===== config.mk =====
export PLATFORM = sky130hd
export DESIGN_NAME = mandelbrot_escape_time
export DESIGN_NICKNAME = d
export VERILOG_FILES = /design/src/rtl/core/met_pkg.sv /design/src/rtl/core/met_cfg.sv /design/src/rtl/core/met_mul.sv /design/src/rtl/core/met_core.sv /design/src/rtl/core/mandelbrot_escape_time.sv
export VERILOG_INCLUDE_DIRS = /design/src /design/src/rtl/core
export SDC_FILE = /design/constraint.sdc
export NUM_CORES = 2
export LEC_CHECK = 0
export BUFFER_PORTS_ARGS = -buffer_cell sky130_fd_sc_hd__buf_2
export CAP_MARGIN = 20
export CORE_MARGIN = 2
export CORE_UTILIZATION = 40
export CTS_CLUSTER_DIAMETER = 200
export DETAILED_ROUTE_END_ITERATION = 8
export GPL_ROUTABILITY_DRIVEN = 0
export GPL_TIMING_DRIVEN = 1
export PLACE_DENSITY_LB_ADDON = 0.12
export SETUP_SLACK_MARGIN = 0.4
export SKIP_CTS_REPAIR_TIMING = 1
export SLEW_MARGIN = 40
export SYNTH_ARGS = -nofsm -noshare
export SYNTH_HDL_FRONTEND = slang
export SYNTH_SLANG_ARGS = --single-unit

===== constraint.sdc =====
create_clock -name clk -period 11.8 [get_ports clk]
set_input_delay 1.18 -clock clk [delete_from_list [all_inputs] [get_ports clk]]
set_output_delay 1.18 -clock clk [all_outputs]
set_load 0.03 [all_outputs]

===== src/rtl/core/mandelbrot_escape_time_defines.svh =====
// ----------------------------------------------------------------------------
// Mandelbrot escape-time assertion macros
// Shared property wrappers for the checks at the end of the top level.
// ----------------------------------------------------------------------------
`ifndef MANDELBROT_ESCAPE_TIME_DEFINES_SVH
`define MANDELBROT_ESCAPE_TIME_DEFINES_SVH

// Consequent must hold in the same cycle as the antecedent.
`define MET_ASSERT_SAME(label, ante, cons) \
  label: assert property (@(posedge clk) disable iff (rst) (ante) |-> (cons)) \
    else $error("same-cycle check failed");

// Consequent must hold in the cycle after the antecedent.
`define MET_ASSERT_NEXT(label, ante, cons) \
  label: assert property (@(posedge clk) disable iff (rst) (ante) |=> (cons)) \
    else $error("next-cycle check failed");

`endif


===== src/rtl/core/met_pkg.sv =====
// ----------------------------------------------------------------------------
// Mandelbrot escape-time package
// Shared types and constants for the escape-time block.
// ----------------------------------------------------------------------------
`default_nettype none
package met_pkg;

  localparam int unsigned COORD_W      = 32;
  localparam int unsigned ITER_W       = 16;
  localparam int unsigned PIX_W        = 12;
  localparam int unsigned CFG_IDX_W    = 3;
  localparam int unsigned FRAC_BITS_DEF = 28;

  // register indexes on the configuration port
  localparam logic [CFG_IDX_W-1:0] REG_ORIGIN_REAL = 3'd0;
  localparam logic [CFG_IDX_W-1:0] REG_ORIGIN_IMAG = 3'd1;
  localparam logic [CFG_IDX_W-1:0] REG_STEP_REAL   = 3'd2;
  localparam logic [CFG_IDX_W-1:0] REG_STEP_IMAG   = 3'd3;
  localparam logic [CFG_IDX_W-1:0] REG_ITER_LIMIT  = 3'd4;

  localparam logic signed [COORD_W-1:0] ORIGIN_REAL_RST = -32'sd536870912;
  localparam logic signed [COORD_W-1:0] ORIGIN_IMAG_RST = -32'sd402653184;
  localparam logic signed [COORD_W-1:0] STEP_REAL_RST   = 32'sd262144;
  localparam logic signed [COORD_W-1:0] STEP_IMAG_RST   = 32'sd262144;
  localparam logic [ITER_W-1:0]         ITER_LIMIT_RST  = 16'd256;

  typedef struct packed {
    logic signed [COORD_W-1:0] origin_real;
    logic signed [COORD_W-1:0] origin_imag;
    logic signed [COORD_W-1:0] step_real;
    logic signed [COORD_W-1:0] step_imag;
    logic [ITER_W-1:0]         iteration_limit;
  } met_cfg_t;

endpackage
`default_nettype wire


===== src/rtl/core/met_cfg.sv =====
// ----------------------------------------------------------------------------
// Mandelbrot escape-time configuration registers
// Holds the view window and the iteration limit, written by index.
// ----------------------------------------------------------------------------
`default_nettype none
module met_cfg (
  input  wire                                  clk,
  input  wire                                  rst,
  input  wire                                  cfg_valid,
  output logic                                 cfg_ready,
  input  wire [met_pkg::CFG_IDX_W-1:0]         cfg_index,
  input  wire [met_pkg::COORD_W-1:0]           cfg_data,
  output met_pkg::met_cfg_t                    cfg
);
  import met_pkg::*;

  assign cfg_ready = 1'b1;

  always_ff @(posedge clk) begin
    if (rst) begin
      cfg.origin_real     <= ORIGIN_REAL_RST;
      cfg.origin_imag     <= ORIGIN_IMAG_RST;
      cfg.step_real       <= STEP_REAL_RST;
      cfg.step_imag       <= STEP_IMAG_RST;
      cfg.iteration_limit <= ITER_LIMIT_RST;
    end else if (cfg_valid && cfg_ready) begin
      // drop writes to unknown indexes
      unique case (cfg_index)
        REG_ORIGIN_REAL: cfg.origin_real     <= cfg_data;
        REG_ORIGIN_IMAG: cfg.origin_imag     <= cfg_data;
        REG_STEP_REAL:   cfg.step_real       <= cfg_data;
        REG_STEP_IMAG:   cfg.step_imag       <= cfg_data;
        REG_ITER_LIMIT:  cfg.iteration_limit <= cfg_data[ITER_W-1:0];
        default: ;
      endcase
    end
  end

endmodule
`default_nettype wire


===== src/rtl/core/met_mul.sv =====
// ----------------------------------------------------------------------------
// Mandelbrot escape-time shared multiplier
// Signed 33x33 multiply with a registered 64-bit product.
// ----------------------------------------------------------------------------
`default_nettype none
module met_mul (
  input  wire                           clk,
  input  wire signed [met_pkg::COORD_W:0] a,
  input  wire signed [met_pkg::COORD_W:0] b,
  output logic signed [2*met_pkg::COORD_W-1:0] p
);
  import met_pkg::*;

  logic signed [2*COORD_W+1:0] full;

  assign full = a * b;

  // every product used here fits in 64 bits
  always_ff @(posedge clk) begin
    p <= full[2*COORD_W-1:0];
  end

endmodule
`default_nettype wire


===== src/rtl/core/met_core.sv =====
// ----------------------------------------------------------------------------
// Mandelbrot escape-time sequencer and datapath
// Steps one pixel's orbit through the shared multiplier, three products
// per iteration, and reports the escape step.
// ----------------------------------------------------------------------------
`default_nettype none
module met_core #(
  parameter int unsigned FRAC_BITS = met_pkg::FRAC_BITS_DEF
) (
  input  wire                              clk,
  input  wire                              rst,
  input  met_pkg::met_cfg_t                cfg,
  input  wire                              start,
  input  wire [met_pkg::PIX_W-1:0]         column,
  input  wire [met_pkg::PIX_W-1:0]         row,
  output logic                             busy,
  output logic                             done,
  output logic [met_pkg::ITER_W-1:0]       iterations
);
  import met_pkg::*;

  localparam int unsigned PROD_W = 2 * COORD_W;
  localparam logic signed [PROD_W-1:0] ESC_BOUND = 64'sd4 <<< FRAC_BITS;
  localparam logic signed [PROD_W-1:0] SAT_MAX   = 64'sd2147483647;
  localparam logic signed [PROD_W-1:0] SAT_MIN   = -64'sd2147483648;

  typedef enum logic [7:0] {
    ST_IDLE   = 8'b0000_0001,
    ST_CRE    = 8'b0000_0010,
    ST_CIM    = 8'b0000_0100,
    ST_LOAD   = 8'b0000_1000,
    ST_SQRE   = 8'b0001_0000,
    ST_SQIM   = 8'b0010_0000,
    ST_CROSS  = 8'b0100_0000,
    ST_UPDATE = 8'b1000_0000
  } state_t;

  state_t state;

  logic [PIX_W-1:0]          col_q;
  logic [PIX_W-1:0]          row_q;
  logic signed [COORD_W-1:0] cre;
  logic signed [COORD_W-1:0] cim;
  logic signed [COORD_W-1:0] zre;
  logic signed [COORD_W-1:0] zim;
  logic signed [PROD_W-1:0]  r2;
  logic signed [PROD_W-1:0]  i2;
  logic [ITER_W-1:0]         k;

  logic signed [COORD_W:0]   mul_a;
  logic signed [COORD_W:0]   mul_b;
  logic signed [PROD_W-1:0]  p;
  logic signed [PROD_W-1:0]  sq_now;
  logic signed [PROD_W-1:0]  cross_now;
  logic signed [PROD_W-1:0]  mag2;
  logic signed [PROD_W-1:0]  origin_sum;
  logic signed [PROD_W-1:0]  zim_sum;
  logic signed [PROD_W-1:0]  zre_sum;

  function automatic logic signed [COORD_W-1:0] sat32(input logic signed [PROD_W-1:0] v);
    logic signed [COORD_W-1:0] r;
    if (v > SAT_MAX) begin
      r = SAT_MAX[COORD_W-1:0];
    end else if (v < SAT_MIN) begin
      r = SAT_MIN[COORD_W-1:0];
    end else begin
      r = v[COORD_W-1:0];
    end
    return r;
  endfunction

  // operand select for the shared multiplier
  always_comb begin
    unique case (state)
      ST_CRE: begin
        mul_a = $signed({{(COORD_W+1-PIX_W){1'b0}}, col_q});
        mul_b = {cfg.step_real[COORD_W-1], cfg.step_real};
      end
      ST_CIM: begin
        mul_a = $signed({{(COORD_W+1-PIX_W){1'b0}}, row_q});
        mul_b = {cfg.step_imag[COORD_W-1], cfg.step_imag};
      end
      ST_SQRE: begin
        mul_a = {zre[COORD_W-1], zre};
        mul_b = {zre[COORD_W-1], zre};
      end
      ST_SQIM: begin
        mul_a = {zim[COORD_W-1], zim};
        mul_b = {zim[COORD_W-1], zim};
      end
      default: begin
        mul_a = {zre[COORD_W-1], zre};
        mul_b = {zim[COORD_W-1], zim};
      end
    endcase
  end

  met_mul u_mul (
    .clk (clk),
    .a   (mul_a),
    .b   (mul_b),
    .p   (p)
  );

  // arithmetic shift rounds toward minus infinity
  assign sq_now     = p >>> FRAC_BITS;
  assign cross_now  = p >>> (FRAC_BITS - 1);
  assign mag2       = r2 + sq_now;
  assign origin_sum = (state == ST_CIM)
                      ? PROD_W'(cfg.origin_real) + p
                      : PROD_W'(cfg.origin_imag) + p;
  assign zim_sum    = cross_now + PROD_W'(cim);
  assign zre_sum    = r2 - i2 + PROD_W'(cre);

  assign busy = (state != ST_IDLE);

  always_ff @(posedge clk) begin
    if (rst) begin
      state <= ST_IDLE;
      done  <= 1'b0;
    end else begin
      done <= 1'b0;
      unique case (state)
        ST_IDLE: begin
          if (start) begin
            state <= ST_CRE;
          end
        end
        ST_CRE:  state <= ST_CIM;
        ST_CIM:  state <= ST_LOAD;
        ST_LOAD: state <= ST_SQRE;
        ST_SQRE: begin
          if (k == cfg.iteration_limit) begin
            done  <= 1'b1;
            state <= ST_IDLE;
          end else begin
            state <= ST_SQIM;
          end
        end
        ST_SQIM: state <= ST_CROSS;
        ST_CROSS: begin
          if (mag2 > ESC_BOUND) begin
            done  <= 1'b1;
            state <= ST_IDLE;
          end else begin
            state <= ST_UPDATE;
          end
        end
        ST_UPDATE: state <= ST_SQRE;
        default:   state <= ST_IDLE;
      endcase
    end
  end

  // datapath registers
  always_ff @(posedge clk) begin
    unique case (state)
      ST_IDLE: begin
        col_q <= column;
        row_q <= row;
        k     <= '0;
      end
      ST_CIM: begin
        cre <= sat32(origin_sum);
        zre <= sat32(origin_sum);
      end
      ST_LOAD: begin
        cim <= sat32(origin_sum);
        zim <= sat32(origin_sum);
      end
      ST_SQRE: begin
        iterations <= k;
      end
      ST_SQIM: begin
        r2 <= sq_now;
      end
      ST_CROSS: begin
        i2 <= sq_now;
      end
      ST_UPDATE: begin
        zim <= sat32(zim_sum);
        zre <= sat32(zre_sum);
        k   <= k + 1'b1;
      end
      default: ;
    endcase
  end

endmodule
`default_nettype wire


===== src/rtl/core/mandelbrot_escape_time.sv =====
// ----------------------------------------------------------------------------
// Mandelbrot escape-time unit
// Maps a pixel to a point c and counts orbit steps until |z|^2 exceeds four.
// ----------------------------------------------------------------------------
// A pixel is taken when start is high and busy is low. The block stays busy
// until its result is out: iterations appears with done for one cycle, and
// the receiver must take it then, as nothing holds it. A single 33x33
// multiplier does all the work: the CRE, CIM and LOAD states map column and
// row to c and load the orbit, and each orbit step runs through SQRE, SQIM,
// CROSS and UPDATE (three products and an update). A pixel that escapes at
// step k reports k; one that reaches the limit L reports L, 256 by default.
// Registers are written over the cfg channel, always ready; the user must
// write them only while idle, as the block itself does not enforce this.
`default_nettype none
`include "mandelbrot_escape_time_defines.svh"
module mandelbrot_escape_time #(
  parameter int unsigned FRAC_BITS = met_pkg::FRAC_BITS_DEF
) (
  input  wire                             clk,
  input  wire                             rst,
  input  wire                             start,
  output logic                            busy,
  input  wire [met_pkg::PIX_W-1:0]        column,
  input  wire [met_pkg::PIX_W-1:0]        row,
  output logic                            done,
  output logic [met_pkg::ITER_W-1:0]      iterations,
  input  wire                             cfg_valid,
  output logic                            cfg_ready,
  input  wire [met_pkg::CFG_IDX_W-1:0]    cfg_index,
  input  wire [met_pkg::COORD_W-1:0]      cfg_data
);
  import met_pkg::*;

  met_cfg_t cfg;

  met_cfg u_cfg (
    .clk       (clk),
    .rst       (rst),
    .cfg_valid (cfg_valid),
    .cfg_ready (cfg_ready),
    .cfg_index (cfg_index),
    .cfg_data  (cfg_data),
    .cfg       (cfg)
  );

  met_core #(
    .FRAC_BITS (FRAC_BITS)
  ) u_core (
    .clk        (clk),
    .rst        (rst),
    .cfg        (cfg),
    .start      (start && !busy),
    .column     (column),
    .row        (row),
    .busy       (busy),
    .done       (done),
    .iterations (iterations)
  );

  `MET_ASSERT_NEXT(a_accept_goes_busy, start && !busy, busy)
  `MET_ASSERT_SAME(a_done_when_idle, done, !busy)
  `MET_ASSERT_SAME(a_result_within_limit, done, iterations <= cfg.iteration_limit)
  `MET_ASSERT_NEXT(a_done_single_pulse, done, !done)

endmodule
`default_nettype wire


==> summary.txt <==
status -> finished clean
drt total wl -> 230 mm
Primary FF master, synth -> edfxtp_1
commonest cells after routing, fill and taps aside -> inv_1 (1343), fa_1 (1144), nand2_1 (1006)
CP required -> 12.40 ns
max_slew headroom -> 0.383
DR vias -> 52300
Chip Width -> 411 um
Setup Total Neg Slack -> 0 ns
Tightest Pin Transition -> 0.917 ns
max-slew violation total from the final report -> 0
IO Pins -> 82
Final setup viols -> 0
Tmin final -> 10.95 ns
CP startpoint -> u_core.state[4]$_SDFFE_PP0P_
H-tree depth -> 2
routed vias/inst -> 5.43
Max Root-Sink Buffers -> 3
Starting Density -> 0.402
unrepaired setup endpoints after global routing -> no
nets -> 8986
met3 Resource Use GR -> 0.0367
Root Buffer Master -> clkbuf_16
CTS tree -> yes
slowest stage delay, CP -> 0.63 ns
Post-DRT Antenna Nets -> 0
pin count of the biggest net entering global routing -> 68
Post-synth EDFFs -> 256
FMAX -> 91.3 MHz
Clock Skews -> 0.0716 ns
vias in the first global route -> 52700
DR WL/cell -> 23.9 um
worst hold margin -> 0.452 ns
global-route wire length before repair -> 347 mm
MaxCap Viol Count -> 0
Yosys top cell area share -> 0.345
Synth cell types -> 100
Crit-path slowest cell -> a21oi_4
r2r startpoint -> u_core.state[4]$_SDFFE_PP0P_
Core Box Area -> 0.165 mm2
Setup crit end kind -> register
Syn Nets -> 9006
TritonCTS Sinks -> 473
top cells by area in the synthesized netlist -> fa_1 (35%), edfxtp_1 (12%), inv_1 (7.6%), ha_1 (7.3%), dfxtp_1 (6.6%)
Crit path top cell by count -> fa_1
number of diodes -> 0
worst skew pair latency -> 0.70 ns
Total GRT Usage -> 0.274
GR Util met2 -> 0.431
Synth async-reset ratio -> 0
flops & latches, synth -> 473
Post-Syn Area -> 0.0663 mm2
CTS Buf Count -> 52
initial antenna violation count -> 6
YS warnings -> 0
P&R area growth vs syn -> 8.10%
final worst path period share -> 0.928
DRT Pass-1 Iters -> 6
layout cells sized above 1 -> 0.0675
residual DRC count -> 0
M1 GR Usage -> 0.398
DR iter-0 viols -> 4579
total gr overflow -> 0
Final HPWL DP -> 190 mm
Worst-path clk slew -> 0.06 ns
Hold Vio Cnt, Final -> 0
count of input and output buffers -> 80
most common cell after layout, fill and taps aside -> inv_1
total die area -> 0.169 mm2
post-synth top area cell -> fa_1
Critical Path AT -> 11.55 ns
hold path start -> u_cfg.cfg[137]$_SDFFE_PP0P_
busiest grt layer -> met2
Die Y -> 411 um
Critical Path Source Type -> register
HP Class -> register to register
Setup CP Type -> register to register
final core utilization -> 0.435
register area share after synthesis -> 0.181
Syn Inst Count -> 7412
Mapped Avg Cell Area -> 8.94 um2
row count -> 149
Max FO, Critical Path -> 23
==> worst max-delay path: cells and delay by family (launching register included) <==
family | cells | cell delay [ns]
simple gates | 9 | 1.97
fa+ha+maj | 9 | 4.27
buf+inv | 9 | 1.51
compound gates | 9 | 2.77
flops | 1 | 0.36
==> worst paths after layout <==
| path | endpoint | slack, ns | cells after the start |
|---|---|---|---|
| max | u_core.u_mul.p[61]$_DFF_P_ | 0.85 | 36 |
| min | u_cfg.cfg[137]$_SDFFE_PP0P_ | 0.45 | 2 |
| max reg2reg | u_core.u_mul.p[61]$_DFF_P_ | 0.85 | 36 |
| min reg2reg | u_cfg.cfg[137]$_SDFFE_PP0P_ | 0.45 | 2 |
==> final cells by class <==
class                           count  area (um2)
Fill cell                       16400       93100
Multi-Input combinational cell   5251       48200
Sequential cell                   473       12000
Inverter                         1345        5050
Tap cell                         2189        2740
Timing Repair Buffer              269        1940
Clock buffer                       70        1390
Clock inverter                     28         355
==> cell families (layout without fill, tap and decap cells) <==
| kind of cell | Yosys count | in the layout | share of synthesized area |
|---|---|---|---|
| buffers and inverters | 1688 | 1712 | 0.0970 |
| xor gates and xnor gates | 205 | 205 | 0.0273 |
| adders and majority gates | 1531 | 1531 | 0.419 |
| other | 1 | 1 | 0.0000566 |
| AOI/OAI and AO/OA | 1290 | 1290 | 0.128 |
| DFF | 473 | 473 | 0.181 |
| and+or+nand+nor | 2178 | 2178 | 0.140 |
| muxes | 46 | 46 | 0.00759 |
==> cell usage after synthesis (all sizes together) (30+ instances only) <==
library cell     n
a22oi           32
clkbuf         284
o21ai          218
xor2            62
edfxtp         256
nand3           65
a31oi           57
a21oi          450
inv           1344
o21bai          48
fa            1144
xnor2          142
a21o           110
and2            30
a211oi          39
dfxtp          217
buf             59
o21a            62
a22o            31
nand4           48
a32oi           33
nand2         1007
ha             387
nor4            30
nand2b          52
mux2            34
nor2           727
nor3            54
==> metrics by stage <==
step | setup WS [ns] | area, um2 | instances
after floorplan | 1.20 | 66300 | 7412
after global routing | 0.431 | 71700 | 9625
after global placement | 0.735 | 69700 | 9519
after detailed placement | 0.633 | 69800 | 9524
final | 0.852 | 71700 | 9625
after CTS | 0.624 | 71500 | 9622
==> flip-flops by register name, summed over array words and instances (netlist names) <==
register and count:
u_cfg.cfg 144, u_core.u_mul.p 64, u_core.i2 36, u_core.r2 36, u_core.cim 32, u_core.cre 32
u_core.zim 32, u_core.zre 32, u_core.iterations 16, u_core.k 16, u_core.col_q 12, u_core.row_q 12
u_core.state 8, u_core.done 1
==> per-layer routing <==
layer  vias up  share of wire
li1      23700              -
met1     26500           0.45
met4         2          0.029
met5         -       0.000078
met2      1803           0.45
met3       282          0.068
Power is not shown: default switching activity piles up to over one toggle a cycle in this logic, so the estimate is an artifact.
